### config.mk
export PLATFORM = sky130hd
export DESIGN_NAME = ddcrfc_dp
export DESIGN_NICKNAME = d
export VERILOG_FILES = /design/src/hw/rtl/ddcrfc_pkg.sv /design/src/hw/rtl/ddcrfc_dp.sv
export SDC_FILE = /design/constraint.sdc
export NUM_CORES = 1
export LEC_CHECK = 0
export BUFFER_PORTS_ARGS = -buffer_cell sky130_fd_sc_hd__buf_4
export CORE_ASPECT_RATIO = 1.4
export CORE_MARGIN = 2
export CORE_UTILIZATION = 50
export CTS_BUF_LIST = sky130_fd_sc_hd__clkbuf_4 sky130_fd_sc_hd__clkbuf_8
export CTS_CLUSTER_DIAMETER = 30
export DETAILED_ROUTE_END_ITERATION = 8
export GPL_ROUTABILITY_DRIVEN = 0
export MAX_ROUTING_LAYER = met4
export PLACE_DENSITY = 0.66
export SLEW_MARGIN = 20
export SYNTH_ARGS = -nofsm -noshare
export SYNTH_HDL_FRONTEND = slang
export SYNTH_SLANG_ARGS = --single-unit
### constraint.sdc
create_clock -name clk_i -period 6.6 [get_ports clk_i]
set_clock_uncertainty 0.2 [all_clocks]
set_input_delay 0.66 -clock clk_i [delete_from_list [all_inputs] [get_ports clk_i]]
set_output_delay 0.66 -clock clk_i [all_outputs]
set_load 0.1 [all_outputs]
### src/hw/rtl/ddcrfc_pkg.sv
// Shared types and constants for the DDC/CI reply frame checker.
// Used by the controller, the datapath, the top level and the checker.
`timescale 1ns / 1ps

package ddcrfc_pkg;

  localparam int MaxPayload = 32;
  localparam int PtrW       = $clog2(MaxPayload);
  localparam int LenW       = 6;
  localparam int CfgIdxW    = 1;
  localparam int CfgDataW   = 7;

  localparam logic [7:0] BusyA    = 8'h51;
  localparam logic [7:0] BusyB    = 8'hFF;
  localparam logic [7:0] XorSeed  = 8'h50;
  localparam logic [7:0] LenFlag  = 8'h80;

  localparam logic [CfgIdxW-1:0] CfgDeviceAddr = 1'b0;
  localparam logic [CfgIdxW-1:0] CfgMaxLen     = 1'b1;

  localparam logic [2:0] StOk   = 3'd0;
  localparam logic [2:0] StBusy = 3'd1;
  localparam logic [2:0] StAddr = 3'd2;
  localparam logic [2:0] StFlag = 3'd3;
  localparam logic [2:0] StLong = 3'd4;
  localparam logic [2:0] StSum  = 3'd5;

  typedef struct packed {
    logic [7:0] rx_byte;
    logic       frame_start;
  } in_t;

  typedef struct packed {
    logic [7:0]      payload_byte;
    logic            has_data;
    logic [2:0]      status;
    logic [LenW-1:0] payload_length;
    logic            last;
  } out_t;

  typedef enum logic [1:0] {
    EvNone,
    EvResult,
    EvRun
  } byte_ev_e;

  typedef enum logic {
    StateRecv,
    StateDrain
  } ctrl_state_e;

  typedef struct packed {
    logic take_byte;
    logic load_result;
    logic load_drain;
  } cmd_t;

  typedef struct packed {
    byte_ev_e ev;
    logic     drain_last;
  } sts_t;

endpackage

### src/hw/rtl/ddcrfc_dp.sv
// Datapath: config registers, frame tracking, payload buffer, output register.
// Depends on ddcrfc_pkg; driven by ddcrfc_ctrl through cmd/status structs.
`timescale 1ns / 1ps

module ddcrfc_dp (
  input  logic                               clk_i,
  input  logic                               rst_ni,
  input  logic                               cfg_we_i,
  input  logic [ddcrfc_pkg::CfgIdxW-1:0]     cfg_index_i,
  input  logic [ddcrfc_pkg::CfgDataW-1:0]    cfg_wdata_i,
  input  ddcrfc_pkg::in_t                    in_data_i,
  input  ddcrfc_pkg::cmd_t                   cmd_i,
  output ddcrfc_pkg::sts_t                   sts_o,
  output ddcrfc_pkg::out_t                   out_data_o
);

  localparam int LenW = ddcrfc_pkg::LenW;
  localparam int PtrW = ddcrfc_pkg::PtrW;

  logic [6:0]      device_addr_q;
  logic [LenW-1:0] max_len_q;

  logic [LenW-1:0] byte_index_q, byte_index_d;
  logic [7:0]      running_xor_q, running_xor_d;
  logic [LenW-1:0] frame_length_q, frame_length_d;
  logic            frame_active_q, frame_active_d;
  logic [PtrW-1:0] rd_ptr_q;

  logic [7:0] store_q [ddcrfc_pkg::MaxPayload];
  logic       store_we;
  logic [PtrW-1:0] store_addr;

  ddcrfc_pkg::out_t out_q, res;
  ddcrfc_pkg::byte_ev_e ev;

  logic [7:0]      b;
  logic [6:0]      len;
  logic [LenW-1:0] eff_idx, eff_len;
  logic [LenW-1:0] slot;

  always_ff @(posedge clk_i or negedge rst_ni) begin
    if (!rst_ni) begin
      device_addr_q <= 7'd55;
      max_len_q     <= LenW'(8);
    end else if (cfg_we_i) begin
      unique case (cfg_index_i)
        ddcrfc_pkg::CfgDeviceAddr: device_addr_q <= cfg_wdata_i[6:0];
        ddcrfc_pkg::CfgMaxLen:     max_len_q     <= cfg_wdata_i[LenW-1:0];
        default: ;
      endcase
    end
  end

  // Per-byte frame check
  always_comb begin
    b              = in_data_i.rx_byte;
    len            = b[6:0];
    eff_idx        = in_data_i.frame_start ? '0 : byte_index_q;
    eff_len        = in_data_i.frame_start ? '0 : frame_length_q;
    running_xor_d  = (in_data_i.frame_start ? ddcrfc_pkg::XorSeed : running_xor_q) ^ b;
    byte_index_d   = eff_idx;
    frame_length_d = eff_len;
    frame_active_d = in_data_i.frame_start | frame_active_q;
    slot           = eff_idx - LenW'(2);
    store_addr     = slot[PtrW-1:0];
    store_we       = 1'b0;
    ev             = ddcrfc_pkg::EvNone;
    res            = '0;
    res.last       = 1'b1;
    res.status     = ddcrfc_pkg::StOk;

    if (!frame_active_d) begin
      running_xor_d = running_xor_q;
    end else if (eff_idx == '0) begin
      if (b == ddcrfc_pkg::BusyA || b == ddcrfc_pkg::BusyB) begin
        ev = ddcrfc_pkg::EvResult;
        res.status = ddcrfc_pkg::StBusy;
        frame_active_d = 1'b0;
      end else if (b != {device_addr_q, 1'b0}) begin
        ev = ddcrfc_pkg::EvResult;
        res.status = ddcrfc_pkg::StAddr;
        frame_active_d = 1'b0;
      end else begin
        byte_index_d = LenW'(1);
      end
    end else if (eff_idx == LenW'(1)) begin
      if ((b & ddcrfc_pkg::LenFlag) == 8'h00) begin
        ev = ddcrfc_pkg::EvResult;
        res.status = ddcrfc_pkg::StFlag;
        frame_active_d = 1'b0;
      end else if (len > {1'b0, max_len_q} || len > 7'(ddcrfc_pkg::MaxPayload)) begin
        ev = ddcrfc_pkg::EvResult;
        res.status = ddcrfc_pkg::StLong;
        frame_active_d = 1'b0;
      end else begin
        frame_length_d = len[LenW-1:0];
        byte_index_d   = LenW'(2);
      end
    end else if ({1'b0, eff_idx} < {1'b0, eff_len} + (LenW+1)'(2)) begin
      store_we     = 1'b1;
      byte_index_d = eff_idx + LenW'(1);
    end else begin
      // checksum byte closes the frame
      frame_active_d = 1'b0;
      if (running_xor_d != 8'h00) begin
        ev = ddcrfc_pkg::EvResult;
        res.status = ddcrfc_pkg::StSum;
        res.payload_length = eff_len;
      end else if (eff_len == '0) begin
        ev = ddcrfc_pkg::EvResult;
      end else begin
        ev = ddcrfc_pkg::EvRun;
      end
    end
  end

  always_ff @(posedge clk_i or negedge rst_ni) begin
    if (!rst_ni) begin
      byte_index_q   <= '0;
      running_xor_q  <= ddcrfc_pkg::XorSeed;
      frame_length_q <= '0;
      frame_active_q <= 1'b0;
      rd_ptr_q       <= '0;
    end else begin
      if (cmd_i.take_byte) begin
        byte_index_q   <= byte_index_d;
        running_xor_q  <= running_xor_d;
        frame_length_q <= frame_length_d;
        frame_active_q <= frame_active_d;
        rd_ptr_q       <= '0;
      end else if (cmd_i.load_drain) begin
        rd_ptr_q <= rd_ptr_q + PtrW'(1);
      end
    end
  end

  always_ff @(posedge clk_i) begin
    if (cmd_i.take_byte && store_we) begin
      store_q[store_addr] <= b;
    end
  end

  always_ff @(posedge clk_i) begin
    if (cmd_i.load_result) begin
      out_q <= res;
    end else if (cmd_i.load_drain) begin
      out_q.payload_byte   <= store_q[rd_ptr_q];
      out_q.has_data       <= 1'b1;
      out_q.status         <= ddcrfc_pkg::StOk;
      out_q.payload_length <= frame_length_q;
      out_q.last           <= sts_o.drain_last;
    end
  end

  assign sts_o.ev         = ev;
  assign sts_o.drain_last = (LenW'(rd_ptr_q) + LenW'(1)) == frame_length_q;
  assign out_data_o       = out_q;

endmodule

Yosys cells after proc, flatten, opt, wreduce, memory -nomap -nowiden
Memories as Yosys holds them, arrays and structs flattened. A register that Yosys moved wholly into a read port is not among the register bits. Index checks and enable logic that the tools add are counted.

Flip-flop bits (word level): 50. Latch bits: 0. Bits in writable memories: 256. ROM bits: 0. Output and inout port bits: 22. Memories: 1.

Memories: store_q (words 32, width 8, read ports 1, clocked after memory_dff 1, wr ports 1, line ddcrfc_dp.sv:29) `logic [7:0] store_q [ddcrfc_pkg::MaxPayload];`.

$add $sub $neg: 5. $mul: 0. Divide/modulo/power cells: 0. Magnitude comparators: 3. Equal/unequal tests: 5. Shifts and indexed selects: 0. Muxes and demuxes: 54. Bitwise operators: 3. Reductions and logical operators: 12.

Operator list (count): $mux 6 (17); $mux 9 (3); $mux 10 (2); $mux 1 (17); $mux 2 (8); $logic_not 6->1 (2); $mux 3 (4); $mux 5 (2); $eq 8x7->1 const B (1); $eq 8x8->1 const B (1); $logic_not 8->1 (1); $mux 8 (1); $ne 8x8->1 (1); $reduce_bool 8->1 (1); $xor 8x8->8 (1); $add 6x2->7 const B (1); $gt 7x6->1 (1); $gt 7x6->1 const B (1); $lt 6x7->1 (1); $add 5x1->6 const B (1); $add 6x1->6 const B (1); $eq 6x1->1 const B (1); $eq 6x6->1 (1); $reduce_and 2->1 (3); 7 further kinds (9).

Logic depth before layout (Yosys ltp)
Depth after elaboration: 10. Depth in mapped cells: 16.

Least setup slack after synthesis
Ideal clock, no wire load.

Kind: input-to-output. From: in in_data_i[0] in the netlist's numbering. To: out sts_o[1] in the netlist's numbering. Arrival: 5.617 ns. Required time: 5.740 ns. Path slack: 0.123 ns. Cell stages on the path: 16. Buffers on the path: 5. Cell sequence: buf_2 > buf_2 > clkbuf_1 > buf_1 > clkbuf_1 > nor2b_1 > ha_1 > nand3_1 > xnor2_1 > nand2_1 > ha_1 > nand3_1 > a21oi_1 > a221oi_2 > a211o_1 > a211oi_1.

RTL lines: start, declared (line ddcrfc_dp.sv:11) `input ddcrfc_pkg::in_t in_data_i,`; end, declared (line ddcrfc_dp.sv:13) `output ddcrfc_pkg::sts_t sts_o,`.

Worst setup path in the final report
From: reg frame_length_q[2]. To: mem store_q[4][1], enable pin.

Word-level cells in the longest chain between the ends: 10.

Ends and longest elaborated chain: start, declared (line ddcrfc_dp.sv:25) `logic [LenW-1:0] frame_length_q, frame_length_d;`; start signal, assigned (line ddcrfc_dp.sv:128) `frame_length_q <= frame_length_d;`; $mux 6 (line ddcrfc_dp.sv:59) `eff_len = in_data_i.frame_start ? '0 : frame_length_q;`; $add 6x2->7 (line ddcrfc_dp.sv:99) `end else if ({1'b0, eff_idx} < {1'b0, eff_len} + (LenW+1)'(2)) begin`; $lt 6x7->1 (line ddcrfc_dp.sv:99); $mux 1 (line ddcrfc_dp.sv:99); $mux 1 (line ddcrfc_dp.sv:86) `end else if (eff_idx == LenW'(1)) begin`; $mux 1 (line ddcrfc_dp.sv:74) `end else if (eff_idx == '0) begin`; $mux 1 (line ddcrfc_dp.sv:72) `if (!frame_active_d) begin`; $logic_and 1x1->1 (line ddcrfc_dp.sv:138) `if (cmd_i.take_byte && store_we) begin`; $mux 1 (line ddcrfc_dp.sv:138); $mux 1 (not written as such) (line ddcrfc_dp.sv:139) `store_q[store_addr] <= b;`; end, declared (line ddcrfc_dp.sv:29).

Every way passes these cells.

==> tab_implementation.tex <==
\begin{tabular}{lr}
\hline
Metric & Value \\
\hline
\multicolumn{2}{l}{\textbf{Route}} \\
Vias & around 8.0k \\
Average vias per placed instance & roughly 6 \\
Remaining number of nets flagged by the antenna check after routing & 0 \\
Drc violations & 0 \\
WL final & 33.40 mm \\
Iteration-0 DRC count of the detailed router & $\sim$720 \\
Average wire per cell in the routed design & 25.12 um \\
Detailed Routing Iterations Pass 1 & 5 \\
\multicolumn{2}{l}{\textbf{Global route}} \\
Global Route Usage Sum & approximately a quarter \\
Wire length of the first global-routing pass & 50.88 mm \\
Remaining global-route overflow & 0 \\
Initial antenna violation count & 0 \\
Maximum number of pins on one net before global-route repair & 70 \\
Vias in the first global route & approximately 8.2k \\
\multicolumn{2}{l}{\textbf{Cells and area}} \\
Fraction of final layout cells sized beyond drive strength 1 & between 20\% and 30\% \\
FF+latch area & roughly 0.0091 mm\^{}2 \\
Area Overhead vs Synth & 12.90\% \\
Area of the multi-input gates & about 0.0043 mm\^{}2 \\
Number of antenna repair diodes & 0 \\
Fillcell total & 2126 \\
Final layout net count & between 900 and 1k \\
\multicolumn{2}{l}{\textbf{Worst setup path}} \\
Critical path required time & 6.62 ns \\
CP dominant cell by count & nand3\_1 \\
Peak fanout along the critical path & 10 \\
Cell family with the largest share of critical-path delay & simple AND/OR/NAND/NOR gates \\
Launching element type of the critical path & flop \\
Type of the worst setup path & flop to flop \\
Arrival time reported for the critical path endpoint & roughly 4.6 ns \\
CP bufs+invs & 0 \\
List of cells traversed by the critical path & nor2b\_1 -> ha\_1 -> nand3\_1 -> xnor2\_1 -> nand2\_1 -> ha\_1 -> a21oi\_1 -> nand3\_1 -> o21ai\_1 -> nand3\_1 -> nor2\_1 \\
Slowest cell on crit path & nor2\_1 \\
Worst path max stage delay & around 0.78 ns \\
CP Capture Type & flop \\
\multicolumn{2}{l}{\textbf{Timing}} \\
Tmin final & 4.604 ns \\
Slew at the pin closest to its max-slew limit & approximately 1.0 ns \\
Fmax & approximately 220 MHz \\
Worst Hold Slack & between 0.1 and 0.15 ns \\
RSZ-0062 raised after global routing & false \\
Slew Limit Fails & 0 \\
Least setup slack across all paths after layout & between 1.5 and 2 ns \\
Slew HR & a little under a third \\
Hold Violations, Final & 0 \\
Total setup violations reported at the end of the flow & 0 \\
Total negative setup slack & 0 ns \\
Share of the clock period used by the worst path after layout & a little over two thirds \\
\multicolumn{2}{l}{\textbf{Power}} \\
Peak supply drop & 206.5 uV \\
Power per cell area & 307.0 mW/mm\^{}2 \\
Leak & roughly 5.2 nW \\
\multicolumn{2}{l}{\textbf{Floorplan}} \\
Area of the die & about 0.029 mm\^{}2 \\
Io pins & 45 \\
Cell Rows & 71 \\
Effective utilization at floorplan & between 50\% and 60\% \\
Placeable Area & about 0.027 mm\^{}2 \\
Die height & 200.4 um \\
Die Wd & around 140 um \\
\multicolumn{2}{l}{\textbf{CTS}} \\
Post-CTS setup buffer count & 0 \\
Count of instances resized after the clock tree is built & 0 \\
Sinks on the clock net & between 300 and 400 \\
Cts bufs inserted & 52 \\
Worst-Skew Late Latency & around 0.6 ns \\
Clock tree from TritonCTS & yes \\
Maximum clock insertion buffer count & 3 \\
Deepest level of the CTS H-tree & 2 \\
Master cell of the clock root buffer & clkbuf\_8 \\
Count of hold-fix buffers inserted at cts & 1 \\
Reg clk slew, reported paths & around 0.06 ns \\
\multicolumn{2}{l}{\textbf{Logic synthesis}} \\
Cell count after synthesis & 873 \\
\#FFs+latches synth & $\sim$310 \\
Area leader, netlist & edfxtp\_1 \\
Post-synthesis sequential area ratio & $\sim$66\% \\
Leading register cell type out of synthesis & edfxtp\_1 \\
Number of synthesized flops with an enable pin & 265 \\
Post-synthesis instance area & between 0.01 and 0.015 mm\^{}2 \\
Synthesized net count & 915 \\
Unique cell type count in the Yosys netlist & 68 \\
Synth Area per Inst & between 15 and 20 um\^{}2 \\
Proportion of register bits with asynchronous set or reset after synthesis & around 12\% \\
Ys Warns & 0 \\
Fraction of post-synthesis cell area in the top cell type by area & a little under 60\% \\
Top cells by area, synth & edfxtp\_1, mux4\_2, dfrtp\_1, nor2\_1, ha\_1 \\
\multicolumn{2}{l}{\textbf{Min path}} \\
Worst hold path class & primary input to flop \\
\multicolumn{2}{l}{\textbf{Run status}} \\
Status & completed \\
\multicolumn{2}{l}{\textbf{Placed design}} \\
Placement-stage worst setup slack & roughly 1.6 ns \\
Buffers on Ports & between 40 and 50 \\
Detailed-placement wirelength estimate & approximately 21 mm \\
\multicolumn{2}{l}{\textbf{Job}} \\
Max-cap check violation count & 0 \\
\hline
\end{tabular}
-- power by group --
group	leakage [nW]	total (mW)	internal [mW]	switching, mW
Sequential	2.97	2.27	2.21	0.0596
Clock	0.584	1.89	1.09	0.805
Combinational	1.65	0.612	0.213	0.399
-- area by class of cell --
cell class,instances,share of cell area (%)
flip-flops and latches,314,58.84
multi-input cells,486,27.77
clock buffers,61,5.078
well taps,365,2.937
clock inverters,37,2.511
repair buffers,51,2.478
inverters,16,0.3863
-- flip-flops by register name, indices dropped and copies added (netlist names), 5 cells and up --
signal	flops
store_q	256
out_data_o	19
device_addr_q	7
frame_length_q	6
byte_index_q	6
max_len_q	6
running_xor_q	8
rd_ptr_q	5
-- final timing paths --
check	start	slack (ns)	depth (start not counted)	to
worst max-delay path	frame_length_q[2]	2.00	11	store_q[4][1]
worst min-delay path	cfg_wdata_i[6]	0.11	2	device_addr_q[6]
worst max register to register	frame_length_q[2]	2.00	11	store_q[4][1]
worst min register to register	out_data_o[10]	0.27	2	out_data_o[10]
max in group asynchronous	rst_ni	5.39	2	rd_ptr_q[0]
min in group asynchronous	rst_ni	0.38	2	frame_length_q[4]
-- cells in the mapped netlist (all sizes together) (18+ instances only) --
cell    count
dfrtp      31
nand2      36
nor2b      18
nand3      22
edfxtp    265
a21oi      20
mux4       72
nor2       77
buf        26
clkbuf     31
ha         19
o21ai      34
-- routing by layer --
layer	up-vias	GRT usage, %	part of all wire (%)	routed length, um
li1	3545	-	-	-
met1	4058	30.48	38	12720
met2	325	41.79	53	17590
met3	74	3.419	5.5	1824
met4	0	9.674	3.8	1269
met5	-	-	0	0
-- logic make-up after synthesis --
group	count (synthesis)	synth area share, %
adders and majority gates	19	1.726
xor gates and xnor gates	28	1.781
and+or+nand+nor	216	7.795
muxes	100	13.94
DFF	314	66.39
AOI/OAI and AO/OA	123	6.114
buffers and inverters	73	2.253
-- per-stage QoR --
stage	util [%]	instance area, um^2	power, mW	instances
2_1_floorplan	-	13770	2.732	873
3_3_place_gp	53.17	14360	2.911	1231
3_5_place_dp	53.17	14360	2.917	1231
4_1_cts	57.58	15550	4.808	1330
5_1_grt	57.58	15550	4.946	1330
6_report	57.58	15550	4.773	1330
-- cell usage in the layout (no fill, tap or decap), types with 3 or more instances in the layout --
cell type	instances
a211oi_1	13
a21oi_1	20
a221oi_1	8
a22o_1	6
a22oi_1	5
and3_1	8
and4_1	4
and4b_1	3
buf_4	50
bufinv_16	7
clkbuf_4	8
clkbuf_8	53
clkinv_1	11
clkinv_2	5
clkinv_4	5
clkinvlp_4	7
dfrtp_1	29
dfstp_2	8
dfxtp_1	10
edfxtp_1	265
ha_1	19
inv_1	15
mux2_2	14
mux2i_1	14
mux4_2	72
nand2_1	36
nand3_1	21
nand3b_1	3
nand4_1	8
nor2_1	77
nor2b_1	18
nor3_1	17
nor4_1	4
o211ai_1	3
o21ai_0	30
o21ai_1	4
o22ai_1	9
xnor2_1	15
xor2_1	13
Note: power is estimated with default switching activity, not from simulation.
